File: src/rtl/ems2hms_pkg.sv
// ----------------------------------------------------------------------------
// ems2hms_pkg
// Shared types and constants for the elapsed-time to ASCII timestamp core.
// ----------------------------------------------------------------------------
package ems2hms_pkg;

  localparam int unsigned MS_W     = 32;
  localparam int unsigned CHAR_W   = 7;
  localparam int unsigned DEC_BASE = 10;

  // reciprocal constants for division by a constant
  localparam logic [28:0] MUL_DIV1000 = 29'd274877907;  // >> 38
  localparam logic [21:0] MUL_DIV3600 = 22'd2386093;    // >> 33
  localparam logic [12:0] MUL_DIV10W  = 13'd6554;       // >> 16, x < 16384
  localparam logic [12:0] MUL_DIV60   = 13'd4370;       // >> 18, x < 4681
  localparam logic [7:0]  MUL_DIV10N  = 8'd205;         // >> 11, x < 1029

  localparam logic [11:0] SEC_PER_HOUR = 12'd3600;
  localparam logic [5:0]  SEC_PER_MIN  = 6'd60;

  localparam logic [CHAR_W-1:0] CHAR_CR    = 7'h0D;
  localparam logic [CHAR_W-1:0] CHAR_LF    = 7'h0A;
  localparam logic [CHAR_W-1:0] CHAR_COLON = 7'h3A;
  localparam logic [CHAR_W-1:0] CHAR_ZERO  = 7'h30;

  typedef struct packed {
    logic [3:0] hr_th;
    logic [3:0] hr_hu;
    logic [3:0] hr_te;
    logic [3:0] hr_un;
    logic [3:0] mn_te;
    logic [3:0] mn_un;
    logic [3:0] sc_te;
    logic [3:0] sc_un;
  } line_rec_t;

  typedef enum logic [3:0] {
    POS_IDLE,
    POS_CR,
    POS_LF,
    POS_HTH,
    POS_HHU,
    POS_HTE,
    POS_HUN,
    POS_C1,
    POS_MTE,
    POS_MUN,
    POS_C2,
    POS_STE,
    POS_SUN,
    POS_C3
  } char_pos_e;

  // split a value below 64 into tens and units
  function automatic logic [7:0] bcd_split(input logic [5:0] v);
    logic [3:0] tens;
    logic [5:0] units;
    tens = 4'd0;
    for (int i = 1; i <= 6; i++) begin
      if (v >= 6'(i * DEC_BASE)) begin
        tens = 4'(i);
      end
    end
    units = v - 6'(tens) * 6'(DEC_BASE);
    return {tens, units[3:0]};
  endfunction

  function automatic logic [CHAR_W-1:0] digit_char(input logic [3:0] d);
    return CHAR_ZERO | {3'b000, d};
  endfunction

endpackage

File: src/rtl/ems2hms_if.sv
// ----------------------------------------------------------------------------
// ems2hms_if
// Valid/ready channels for elapsed time words in and ASCII characters out.
// ----------------------------------------------------------------------------
interface ems2hms_in_if;
  import ems2hms_pkg::*;

  logic            valid;
  logic            ready;
  logic [MS_W-1:0] elapsed_ms;

  modport source (output valid, output elapsed_ms, input ready);
  modport sink   (input valid, input elapsed_ms, output ready);
endinterface

interface ems2hms_out_if;
  import ems2hms_pkg::*;

  logic              valid;
  logic              ready;
  logic [CHAR_W-1:0] char_code;
  logic              last_char;

  modport source (output valid, output char_code, output last_char, input ready);
  modport sink   (input valid, input char_code, input last_char, output ready);
endinterface

File: src/rtl/ems2hms_front.sv
// ----------------------------------------------------------------------------
// ems2hms_front
// Five-stage conversion pipeline: milliseconds to hour, minute, second digits.
// ----------------------------------------------------------------------------
module ems2hms_front (
  input  logic                   clk_i,
  input  logic                   rst_ni,
  ems2hms_in_if.sink             in_i,
  output ems2hms_pkg::line_rec_t rec_o,
  output logic                   push_valid_o,
  input  logic                   push_ready_i
);
  import ems2hms_pkg::*;

  logic [4:0]  v_q;
  logic        en;

  logic [60:0] prod1;
  logic [45:0] prod2;
  logic [23:0] prod3;
  logic [23:0] prod4;
  logic [14:0] prod5;
  logic [22:0] rest_full;
  logic [10:0] hd0_full;
  logic [11:0] sec_full;
  logic [6:0]  hd1_full;
  logic [7:0]  mn_bcd;
  logic [7:0]  sc_bcd;

  logic [22:0] s1_secs_q, s1_secs_d;
  logic [22:0] s2_secs_q;
  logic [10:0] s2_hours_q, s2_hours_d;
  logic [11:0] s3_rest_q, s3_rest_d;
  logic [6:0]  s3_hq1_q, s3_hq1_d;
  logic [10:0] s3_hours_q;
  logic [5:0]  s4_mins_q, s4_mins_d;
  logic [11:0] s4_rest_q;
  logic [3:0]  s4_hd0_q, s4_hd0_d;
  logic [3:0]  s4_hq2_q, s4_hq2_d;
  logic [6:0]  s4_hq1_q;
  logic [5:0]  s5_sec_q, s5_sec_d;
  logic [5:0]  s5_mins_q;
  logic [3:0]  s5_hd0_q;
  logic [3:0]  s5_hd1_q, s5_hd1_d;
  logic [3:0]  s5_hd2_q, s5_hd2_d;
  logic [3:0]  s5_hd3_q, s5_hd3_d;

  assign en           = !v_q[4] || push_ready_i;
  assign in_i.ready   = en;
  assign push_valid_o = v_q[4];

  always_comb begin
    prod1     = 61'(in_i.elapsed_ms) * 61'(MUL_DIV1000);
    s1_secs_d = prod1[60:38];

    prod2      = 46'(s1_secs_q) * 46'(MUL_DIV3600);
    s2_hours_d = prod2[43:33];

    rest_full = s2_secs_q - 23'(s2_hours_q) * 23'(SEC_PER_HOUR);
    s3_rest_d = rest_full[11:0];
    prod3     = 24'(s2_hours_q) * 24'(MUL_DIV10W);
    s3_hq1_d  = prod3[22:16];

    prod4     = 24'(s3_rest_q) * 24'(MUL_DIV60);
    s4_mins_d = prod4[23:18];
    hd0_full  = s3_hours_q - 11'(s3_hq1_q) * 11'(DEC_BASE);
    s4_hd0_d  = hd0_full[3:0];
    prod5     = 15'(s3_hq1_q) * 15'(MUL_DIV10N);
    s4_hq2_d  = prod5[14:11];

    sec_full = s4_rest_q - 12'(s4_mins_q) * 12'(SEC_PER_MIN);
    s5_sec_d = sec_full[5:0];
    hd1_full = s4_hq1_q - 7'(s4_hq2_q) * 7'(DEC_BASE);
    s5_hd1_d = hd1_full[3:0];
    if (s4_hq2_q >= 4'(DEC_BASE)) begin
      s5_hd3_d = 4'd1;
      s5_hd2_d = s4_hq2_q - 4'(DEC_BASE);
    end else begin
      s5_hd3_d = 4'd0;
      s5_hd2_d = s4_hq2_q;
    end

    mn_bcd      = bcd_split(s5_mins_q);
    sc_bcd      = bcd_split(s5_sec_q);
    rec_o.hr_th = s5_hd3_q;
    rec_o.hr_hu = s5_hd2_q;
    rec_o.hr_te = s5_hd1_q;
    rec_o.hr_un = s5_hd0_q;
    rec_o.mn_te = mn_bcd[7:4];
    rec_o.mn_un = mn_bcd[3:0];
    rec_o.sc_te = sc_bcd[7:4];
    rec_o.sc_un = sc_bcd[3:0];
  end

  always_ff @(posedge clk_i or negedge rst_ni) begin
    if (!rst_ni) begin
      v_q <= '0;
    end else if (en) begin
      v_q <= {v_q[3:0], in_i.valid};
    end
  end

  always_ff @(posedge clk_i) begin
    if (en) begin
      s1_secs_q  <= s1_secs_d;
      s2_secs_q  <= s1_secs_q;
      s2_hours_q <= s2_hours_d;
      s3_rest_q  <= s3_rest_d;
      s3_hq1_q   <= s3_hq1_d;
      s3_hours_q <= s2_hours_q;
      s4_mins_q  <= s4_mins_d;
      s4_rest_q  <= s3_rest_q;
      s4_hd0_q   <= s4_hd0_d;
      s4_hq2_q   <= s4_hq2_d;
      s4_hq1_q   <= s3_hq1_q;
      s5_sec_q   <= s5_sec_d;
      s5_mins_q  <= s4_mins_q;
      s5_hd0_q   <= s4_hd0_q;
      s5_hd1_q   <= s5_hd1_d;
      s5_hd2_q   <= s5_hd2_d;
      s5_hd3_q   <= s5_hd3_d;
    end
  end

  a_digits_in_range: assert property (@(posedge clk_i) disable iff (!rst_ni)
    v_q[4] |-> (s5_hd0_q <= 4'd9) && (s5_hd1_q <= 4'd9) && (s5_hd2_q <= 4'd9)
               && (s5_hd3_q <= 4'd1) && (s5_mins_q < SEC_PER_MIN)
               && (s5_sec_q < SEC_PER_MIN))
    else $error("front: digit or field out of range");

endmodule

File: src/rtl/ems2hms_fifo.sv
// ----------------------------------------------------------------------------
// ems2hms_fifo
// Small queue of converted line records between front and back.
// ----------------------------------------------------------------------------
module ems2hms_fifo #(
  parameter int unsigned DEPTH = 4
) (
  input  logic                   clk_i,
  input  logic                   rst_ni,
  input  logic                   push_i,
  input  ems2hms_pkg::line_rec_t data_i,
  output logic                   full_o,
  input  logic                   pop_i,
  output ems2hms_pkg::line_rec_t data_o,
  output logic                   valid_o
);
  import ems2hms_pkg::*;

  localparam int unsigned PTR_W = $clog2(DEPTH);
  localparam int unsigned CNT_W = $clog2(DEPTH + 1);

  line_rec_t        mem_q [DEPTH];
  logic [PTR_W-1:0] wr_q, wr_d;
  logic [PTR_W-1:0] rd_q, rd_d;
  logic [CNT_W-1:0] count_q, count_d;
  logic             do_push;
  logic             do_pop;

  assign full_o  = (count_q == CNT_W'(DEPTH));
  assign valid_o = (count_q != '0);
  assign data_o  = mem_q[rd_q];
  assign do_push = push_i && !full_o;
  assign do_pop  = pop_i && valid_o;

  always_comb begin
    wr_d    = wr_q;
    rd_d    = rd_q;
    count_d = count_q;
    if (do_push) begin
      wr_d = (wr_q == PTR_W'(DEPTH - 1)) ? '0 : wr_q + 1'b1;
    end
    if (do_pop) begin
      rd_d = (rd_q == PTR_W'(DEPTH - 1)) ? '0 : rd_q + 1'b1;
    end
    if (do_push && !do_pop) begin
      count_d = count_q + 1'b1;
    end else if (do_pop && !do_push) begin
      count_d = count_q - 1'b1;
    end
  end

  always_ff @(posedge clk_i or negedge rst_ni) begin
    if (!rst_ni) begin
      wr_q    <= '0;
      rd_q    <= '0;
      count_q <= '0;
    end else begin
      wr_q    <= wr_d;
      rd_q    <= rd_d;
      count_q <= count_d;
    end
  end

  always_ff @(posedge clk_i) begin
    if (do_push) begin
      mem_q[wr_q] <= data_i;
    end
  end

  a_count_range: assert property (@(posedge clk_i) disable iff (!rst_ni)
    count_q <= CNT_W'(DEPTH))
    else $error("fifo: occupancy beyond depth");

  a_full_holds: assert property (@(posedge clk_i) disable iff (!rst_ni)
    full_o && !pop_i |=> full_o)
    else $error("fifo: full queue changed without a pop");

endmodule

File: src/rtl/ems2hms_back.sv
// ----------------------------------------------------------------------------
// ems2hms_back
// Character sequencer: walks one line record out as ASCII, one char a cycle unless stalled.
// ----------------------------------------------------------------------------
module ems2hms_back (
  input  logic                   clk_i,
  input  logic                   rst_ni,
  input  ems2hms_pkg::line_rec_t rec_i,
  input  logic                   rec_valid_i,
  output logic                   pop_o,
  ems2hms_out_if.source          out_o
);
  import ems2hms_pkg::*;

  char_pos_e         state_q, state_d;
  line_rec_t         rec_q;
  logic              out_valid_q, out_valid_d;
  logic [CHAR_W-1:0] char_q, char_d;
  logic              last_q, last_d;
  logic              out_adv;

  assign out_adv         = !out_valid_q || out_o.ready;
  assign out_o.valid     = out_valid_q;
  assign out_o.char_code = char_q;
  assign out_o.last_char = last_q;

  always_comb begin
    state_d     = state_q;
    char_d      = char_q;
    last_d      = 1'b0;
    out_valid_d = out_adv ? 1'b0 : out_valid_q;
    pop_o       = rec_valid_i && ((state_q == POS_IDLE) || (out_adv && state_q == POS_C3));
    case (state_q)
      POS_IDLE: char_d = char_q;
      POS_CR:   char_d = CHAR_CR;
      POS_LF:   char_d = CHAR_LF;
      POS_HTH:  char_d = digit_char(rec_q.hr_th);
      POS_HHU:  char_d = digit_char(rec_q.hr_hu);
      POS_HTE:  char_d = digit_char(rec_q.hr_te);
      POS_HUN:  char_d = digit_char(rec_q.hr_un);
      POS_MTE:  char_d = digit_char(rec_q.mn_te);
      POS_MUN:  char_d = digit_char(rec_q.mn_un);
      POS_STE:  char_d = digit_char(rec_q.sc_te);
      POS_SUN:  char_d = digit_char(rec_q.sc_un);
      POS_C1, POS_C2, POS_C3: char_d = CHAR_COLON;
      default:  char_d = char_q;
    endcase
    if (state_q != POS_IDLE && out_adv) begin
      out_valid_d = 1'b1;
      last_d      = (state_q == POS_C3);
      case (state_q)
        POS_LF: begin
          if (rec_q.hr_th != 4'd0) begin
            state_d = POS_HTH;
          end else if (rec_q.hr_hu != 4'd0) begin
            state_d = POS_HHU;
          end else begin
            state_d = POS_HTE;
          end
        end
        POS_C3:  state_d = POS_IDLE;
        default: state_d = char_pos_e'(state_q + 4'd1);
      endcase
    end else if (!out_adv) begin
      char_d = char_q;
      last_d = last_q;
    end
    if (pop_o) begin
      state_d = POS_CR;
    end
  end

  always_ff @(posedge clk_i or negedge rst_ni) begin
    if (!rst_ni) begin
      state_q <= POS_IDLE;
    end else begin
      state_q <= state_d;
    end
  end

  always_ff @(posedge clk_i or negedge rst_ni) begin
    if (!rst_ni) begin
      out_valid_q <= 1'b0;
    end else begin
      out_valid_q <= out_valid_d;
    end
  end

  always_ff @(posedge clk_i) begin
    char_q <= char_d;
    last_q <= last_d;
    if (pop_o) begin
      rec_q <= rec_i;
    end
  end

  a_last_is_colon: assert property (@(posedge clk_i) disable iff (!rst_ni)
    out_valid_q && last_q |-> char_q == CHAR_COLON)
    else $error("back: end of line flag on a character other than a colon");

  a_pop_starts_line: assert property (@(posedge clk_i) disable iff (!rst_ni)
    pop_o |=> state_q == POS_CR)
    else $error("back: fetched record did not start a new line");

endmodule

File: src/rtl/elapsed_ms_to_hhmmss_ascii_core.sv
// ----------------------------------------------------------------------------
// elapsed_ms_to_hhmmss_ascii_core
// Elapsed milliseconds to a CR LF hh:mm:ss: ASCII line, one character a word.
// ----------------------------------------------------------------------------
// in_i takes one 32-bit millisecond count per word (valid/ready). out_o gives
// the line back as 7-bit ASCII words: CR, LF, hours (two to four digits),
// colon, minutes, colon, seconds, colon; last_char marks the final colon.
// A line is 11 to 13 words. The back end sends one character a cycle from its
// output register while out_o is ready; the next line follows the final colon
// with no gap when a record is queued. An accepted word passes the five
// conversion stages, the queue, the record fetch and the output register
// before its first character. The queue holds FIFO_DEPTH converted lines, so
// in_i keeps accepting while out_o is stalled until the pipeline and queue
// are full; a stalled output word holds steady. Reset clears the pipeline,
// queue and sequencer at once.
// ----------------------------------------------------------------------------
module elapsed_ms_to_hhmmss_ascii_core #(
  parameter int unsigned FIFO_DEPTH = 4
) (
  input  logic          clk_i,
  input  logic          rst_ni,
  ems2hms_in_if.sink    in_i,
  ems2hms_out_if.source out_o
);
  import ems2hms_pkg::*;

  line_rec_t front_rec;
  line_rec_t fifo_rec;
  logic      push_valid;
  logic      fifo_full;
  logic      fifo_valid;
  logic      pop;

  ems2hms_front u_front (
    .clk_i        (clk_i),
    .rst_ni       (rst_ni),
    .in_i         (in_i),
    .rec_o        (front_rec),
    .push_valid_o (push_valid),
    .push_ready_i (!fifo_full)
  );

  ems2hms_fifo #(
    .DEPTH (FIFO_DEPTH)
  ) u_fifo (
    .clk_i   (clk_i),
    .rst_ni  (rst_ni),
    .push_i  (push_valid),
    .data_i  (front_rec),
    .full_o  (fifo_full),
    .pop_i   (pop),
    .data_o  (fifo_rec),
    .valid_o (fifo_valid)
  );

  ems2hms_back u_back (
    .clk_i       (clk_i),
    .rst_ni      (rst_ni),
    .rec_i       (fifo_rec),
    .rec_valid_i (fifo_valid),
    .pop_o       (pop),
    .out_o       (out_o)
  );

endmodule

File: src/flat_wrapper.sv
// flat-port wrapper written by rule: the top's interface ports become plain ports
module elapsed_ms_to_hhmmss_ascii_core_flat import ems2hms_pkg::*;
#(
  parameter int unsigned FIFO_DEPTH = 4
)
  (clk_i, rst_ni, in_i_valid, in_i_elapsed_ms, in_i_ready, out_o_valid, out_o_char_code, out_o_last_char, out_o_ready);
  ems2hms_in_if in_i_i ();
  ems2hms_out_if out_o_i ();
  input  logic clk_i;
  input  logic rst_ni;
  input wire logic [$bits(in_i_i.valid)-1:0] in_i_valid;
  input wire logic [$bits(in_i_i.elapsed_ms)-1:0] in_i_elapsed_ms;
  output wire logic [$bits(in_i_i.ready)-1:0] in_i_ready;
  output wire logic [$bits(out_o_i.valid)-1:0] out_o_valid;
  output wire logic [$bits(out_o_i.char_code)-1:0] out_o_char_code;
  output wire logic [$bits(out_o_i.last_char)-1:0] out_o_last_char;
  input wire logic [$bits(out_o_i.ready)-1:0] out_o_ready;
  assign in_i_i.valid = in_i_valid;
  assign in_i_i.elapsed_ms = in_i_elapsed_ms;
  assign in_i_ready = in_i_i.ready;
  assign out_o_valid = out_o_i.valid;
  assign out_o_char_code = out_o_i.char_code;
  assign out_o_last_char = out_o_i.last_char;
  assign out_o_i.ready = out_o_ready;
  elapsed_ms_to_hhmmss_ascii_core #(.FIFO_DEPTH(FIFO_DEPTH)) u_core (.clk_i(clk_i), .rst_ni(rst_ni), .in_i(in_i_i), .out_o(out_o_i));
endmodule
File: config.mk
export PLATFORM = sky130hd
export DESIGN_NAME = elapsed_ms_to_hhmmss_ascii_core_flat
export DESIGN_NICKNAME = d
export VERILOG_FILES = /design/src/rtl/ems2hms_pkg.sv /design/src/rtl/ems2hms_if.sv /design/src/rtl/ems2hms_front.sv /design/src/rtl/ems2hms_fifo.sv /design/src/rtl/ems2hms_back.sv /design/src/rtl/elapsed_ms_to_hhmmss_ascii_core.sv /design/src/flat_wrapper.sv
export SDC_FILE = /design/constraint.sdc
export NUM_CORES = 2
export LEC_CHECK = 0
export BUFFER_PORTS_ARGS = -buffer_cell sky130_fd_sc_hd__buf_2
export CORE_MARGIN = 2
export CORE_UTILIZATION = 30
export CTS_CLUSTER_DIAMETER = 80
export DETAILED_ROUTE_END_ITERATION = 6
export PLACE_DENSITY = 0.52
export SLEW_MARGIN = 20
export SYNTH_ARGS = -nofsm -noshare
export SYNTH_HDL_FRONTEND = slang
export SYNTH_HIERARCHICAL = 1
export SYNTH_SLANG_ARGS = --single-unit
export TNS_END_PERCENT = 100
File: constraint.sdc
create_clock -name clk_i -period 6.33 [get_ports clk_i]
set_input_delay 0.9495 -clock clk_i [delete_from_list [all_inputs] [get_ports clk_i]]
set_output_delay 0.9495 -clock clk_i [all_outputs]
set_load 0.01 [all_outputs]
* Word-level counts from Yosys, hierarchy flattened *
Memories as Yosys holds them, arrays and structs flattened. A register that Yosys moved wholly into a read port is not among the register bits.
Cells that the tools add are included.

storage, ports and cells
  input bits = 36
  register bits = 146
  RAM bits = 128
  output and inout port bits = 10
  memories kept = 1

memories
  name                 depth  width  rd ports  clocked after Yosys merged registers in  write ports  RTL line            source
  u_core.u_fifo.mem_q  4      32     1         1                                        1            ems2hms_fifo.sv:22  line_rec_t mem_q [DEPTH];

operators by class
  $mul = 11
  add/sub/neg operators = 12
  eq/ne operators = 16
  order comparisons = 13
  reductions and logical operators = 24
  multiplexer cells = 31

operators with widths
  cell                                                                   number
  7-bit case mux with 11 select lines                                    1
  32-bit by 29-bit multiplier with 61-bit output, second input constant  1
  4-bit 2-to-1 mux                                                       13
  23-bit by 22-bit multiplier with 44-bit output, second input constant  1
  6-bit >= comparator, second input constant                             6
  4-bit equality test, second input constant                             6
  6-bit by 5-bit >= comparator with 1-bit output, second input constant  4
  12-bit by 12-bit multiplier with 23-bit output, second input constant  1
  11-bit by 12-bit multiplier with 22-bit output, second input constant  1
  4-bit by 3-bit equality test with 1-bit output, second input constant  4
  4-bit subtractor                                                       4
  7-bit by 8-bit multiplier with 15-bit output, second input constant    1
  7-bit 2-to-1 mux                                                       2
  6-bit by 4-bit >= comparator with 1-bit output, second input constant  2
  4-bit by 3-bit multiplier with 3-bit output, second input constant     3
  4-bit nonzero test                                                     3
  12-bit subtractor                                                      1
  11-bit by 8-bit multiplier with 8-bit output, second input constant    1
  1-bit 2-to-1 mux                                                       9
  3-bit 2-to-1 mux                                                       3
  4-bit by 2-bit equality test with 1-bit output, second input constant  2
  4-bit case mux with 2 select lines                                     1
  1-bit logical AND                                                      7
  7-bit by 3-bit multiplier with 3-bit output, second input constant     1
  18 further kinds                                                       29

* Logic depth before layout (Yosys ltp) *
  word-level depth = 9
  gate-level depth with buffers = 24

* Hierarchy *
The synthesis kept the hierarchy.

by module, submodules not included
  module                           area each (um^2)  cells each  times used
  ems2hms_front                    30231.5           2815        1
  ems2hms_fifo                     5124.9            205         1
  ems2hms_back                     1895.6            142         1
  elapsed_ms_to_hhmmss_ascii_core  3.8               1           1

* Worst setup path before layout *
Ideal clock, no wire load.

  path type = input-to-reg
  start = input port in_i_elapsed_ms[5]
  end = register u_core.u_front.s1_secs_q[21], data pin
  stages = 22
  arrival = 7074 ps
  required time = 6195 ps
  path buffers = 0
  path slack = -879 ps
  path through = ha_1 > fa_1 > fa_1 > inv_1 > fa_1 > inv_1 > fa_1 > fa_1 > fa_1 > inv_1 > fa_1 > inv_1 > ha_1 > a21oi_1 > o21bai_1 > a2111oi_4 > o211ai_2 > a21oi_4 > o211ai_4 > o2111a_1 > or4_1 > nand3_1

on the way
  longest elaborated chain between the ends = 1

ends and longest elaborated chain
  element                                         RTL line              source
  start: declaration                              flat_wrapper.sv:12    input wire logic [$bits(in_i_i.elapsed_ms)-1:0] in_i_elapsed_ms;
  32-bit by 29-bit multiplier with 61-bit output  ems2hms_front.sv:53   prod1 = 61'(in_i.elapsed_ms) * 61'(MUL_DIV1000);
  named net u_core.u_front.prod1[59]              ems2hms_front.sv:18   logic [60:0] prod1;
  end signal: assignment                          ems2hms_front.sv:105  s1_secs_q <= s1_secs_d;
  end: declaration                                ems2hms_front.sv:30   logic [22:0] s1_secs_q, s1_secs_d;

The timed path passes the listed nets, and every way through them passes these cells.
A chain may end at the register's enable or synchronous reset.

* Worst setup path after layout *
  start = input port in_i_elapsed_ms[8]
  end = register u_core.u_front.s1_secs_q[21], data pin

Same word-level chain as after synthesis.

==> flow_summary.toml <==
[status]
status = "finished with violations"
violations = "negative setup slack"

[timing]
fin_ws_ns = -0.407
slew_viol_final = 0
finalCritPeriodShare = 1.06
finalHoldViolCount = 0
rsz0062_at_grt = "yes"
period_minus_slack_ns = 6.74
tightest_slew_ns = 0.879
max_slew_margin = 0.414
fin_skew_ns = 0.0133
max_freq_mhz = 148
setup-violations-final = 20

[global_routing]
grt_pass1_vias = 24500
grt_usage = 0.132
grt_start_max_net_pins = 65
grt.overflow.total = 0
grt_pass1_wl_mm = 134
grt_antenna_before_repair = 1

[placement]
place_congestion = 0.833
port_buffers = 44
place.detailed.hpwl_mm = 69.5
placed_area_um2 = 42000

[clock_network]
ctsHoldBuffers = 0
cts-buffers-inserted = 34
clock_sinks = 301
root_buffer = "clkbuf_16"
clockBufferDepth = 3
clk_transition_reported_paths_ns = 0.06
worstSkewPairLatency_ns = 0.53
cts_tree = "done"
htree_num_levels = 2

[layout]
n_fill_cell = 12200
num-nets-final = 4846
areaGrowthSynthToFinish_pct = 18.6
drive_gt1_frac = 0.176
postLayoutCellArea_um2 = 44200
diodes = 0

[synthesis]
synth_cell_types = 81
synth-edff-count = 284
async_flop_share = 0.0565
synth_seq_cells = 301
synth_area_um2 = 37300
ys_warn_count = 6
syn-instance-count = 3163
yosysTopAreaCell = "ha_1"
netlist_top_cells_area = "ha_1 (27%), fa_1 (27%), edfxtp_1 (23%)"
yosysSeqAreaShare = 0.240
syn_avg_cell_area_um2 = 11.8
synth_top_area_frac = 0.270
synth_flop_cell = "edfxtp_1"

[floorplan]
core_um2 = 123000
initial_core_util = 0.302
dieHeight_um = 356
io_pins = 46
fp.dieW_um = 356
fp-row-count = 129
die_area_um2 = 127000

[critical_path]
rrSetupSlack_ns = 0.23
cp.arrival_ns = 7.14
crit_type = "input port to flop"
r2r-start = "u_core/u_front/s1_secs_q[9]"
reg2reg_depth = 22
cp_max_fo = 5
cp-end-kind = "flop"
crit_path_start_kind = "input port"
worst_ep_required_time_ns = 6.73
r2r-end = "u_core/u_front/s2_hours_q[8]"

[route]
first_pass_iters = 5
drc = 0
postRouteAntennaNets = 0
drtIter0Drc = 907
wirelength_mm = 81.0
vias = 22500
wl_per_cell_um = 15.7
via_per_inst = 4.34

[job]
drv_cap = 0

[worst_hold_path]
min_path_type = "input port to asynchronous set/reset pin"
[cell usage after synthesis (16+ instances only)]
master and instances:
nand2b_1 18, xor2_1 25, nor3_1 27, nand3_1 30, inv_1 842, a21o_1 47, nor2_1 53, edfxtp_1 284
a21oi_1 81, nor2b_1 16, nand2_1 62, dfrtp_1 17, ha_1 805, mux4_2 28, fa_1 494, xnor2_1 54
o21ai_0 41
[what timing repair did]
item | 4_1_cts | 5_1_grt
buffers inserted | 20 | 14
setup endpoints to repair | 22 | 32
resized for setup | 115 | 58
pin swaps | 57 | 55
[worst max-delay path, cell delays in order]
cell	delay [ns]
buf_12	0.12
ha_4	0.24
fa_2	0.39
fa_1	0.48
inv_1	0.05
fa_1	0.47
inv_1	0.05
fa_1	0.47
inv_1	0.05
fa_1	0.48
inv_1	0.05
fa_1	0.47
inv_1	0.04
fa_1	0.49
inv_2	0.05
ha_4	0.16
a21oi_4	0.16
o21bai_4	0.09
a2111oi_4	0.42
o211ai_4	0.16
a21oi_4	0.31
o211ai_4	0.18
o2111a_2	0.32
or4_1	0.39
nand3_1	0.07
[worst max path at each step]
| stage | start | to | slack, ns | cells past startpoint |
|---|---|---|---|---|
| floorplan | in_i_elapsed_ms[8] | u_core/u_front/s1_secs_q[21] | -0.39 | 22 |
| global placement | in_i_elapsed_ms[6] | u_core/u_front/s1_secs_q[21] | -0.94 | 23 |
| detailed placement | in_i_elapsed_ms[7] | u_core/u_front/s1_secs_q[10] | -1.00 | 26 |
| CTS | in_i_elapsed_ms[5] | u_core/u_front/s1_secs_q[21] | -0.33 | 23 |
| global route | in_i_elapsed_ms[8] | u_core/u_front/s1_secs_q[21] | -0.60 | 25 |
| finish | in_i_elapsed_ms[8] | u_core/u_front/s1_secs_q[21] | -0.41 | 25 |
[kinds of logic (layout without fill, tap and decap cells)]
| family | after synthesis | count (layout) | share of synthesized area |
|---|---|---|---|
| xor+xnor | 79 | 79 | 0.0186 |
| flops | 301 | 301 | 0.240 |
| other cells | 2 | 6 | 0.000202 |
| compound gates | 299 | 299 | 0.0545 |
| simple gates | 267 | 267 | 0.0365 |
| mux | 43 | 43 | 0.0232 |
| buf+inv | 873 | 1240 | 0.0909 |
| fa+ha+maj | 1299 | 1299 | 0.536 |
[layer usage]
layer  part of all wire  global-route usage  wire (µm)  vias up
li1                   -                   -          -    11200
met1               0.49               0.188      39600    11100
met2               0.48               0.222      38600      185
met3              0.021              0.0117       1710       59
met4              0.014              0.0202       1110        2
met5            0.00016                   0         13        -
[layout make-up]
type	instances	area (µm²)	area share
multi-input cells	1993	26300	0.596
flip-flops and latches	301	8950	0.203
inverters	843	3160	0.0716
repair buffers	338	2690	0.0609
well taps	1637	2050	0.0463
clock buffers	43	906	0.0205
clock inverters	16	109	0.00246
[flip-flops by register name, indices dropped and copies added (netlist names), 3 cells and up]
| register | flops |
|---|---|
| u_core/u_front/s5_hd1_q | 4 |
| u_core/u_front/s4_hq2_q | 4 |
| u_core/u_front/s4_hq1_q | 4 |
| u_core/u_front/s3_hq1_q | 7 |
| u_core/u_front/s1_secs_q | 23 |
| u_core/u_front/s2_secs_q | 12 |
| u_core/u_back/out_o.char_code | 5 |
| u_core/u_front/v_q | 5 |
| u_core/u_fifo/count_q | 3 |
| u_core/u_front/s4_rest_q | 6 |
| u_core/u_back/state_q | 4 |
| u_core/u_fifo/mem_q | 128 |
| u_core/u_front/s4_hd0_q | 4 |
| u_core/u_front/s4_mins_q | 6 |
| u_core/u_front/s5_mins_q | 6 |
| u_core/u_front/s5_hd2_q | 4 |
| u_core/u_front/s2_hours_q | 11 |
| u_core/u_front/s3_rest_q | 12 |
| u_core/u_front/s3_hours_q | 4 |
| u_core/u_back/rec_q | 32 |
| u_core/u_front/s5_sec_q | 6 |
| u_core/u_front/s5_hd0_q | 4 |
[through the flow]
step | utilization | TNS, ns | hold slack [ns] | std cells | setup WS, ns
after CTS | 0.354 | -4.14 | 0.337 | 5158 | -0.325
final | 0.358 | -4.85 | 0.344 | 5171 | -0.407
after global routing | 0.358 | -8.90 | 0.352 | 5171 | -0.598
after detailed placement | 0.340 | -20.12 | 0.405 | 5080 | -1.00
after floorplan | - | -3.14 | 0.400 | 3167 | -0.389
after global placement | 0.340 | -18.73 | 0.402 | 5080 | -0.944
[cells in the final DEF (no fill, tap or decap), drive strengths merged, types with 17 or more instances in the layout]
cell,instances
edfxtp,284
nor2,54
o21ai,51
ha,805
nand3,30
nor2b,17
dfrtp,17
xor2,25
nand2b,18
nor3,27
buf,336
inv,847
fa,494
clkbuf,45
a21o,47
xnor2,54
nand2,63
a21oi,83
mux4,32
Power is not shown: default switching activity piles up to over one toggle a cycle in this logic, so the estimate is an artifact.
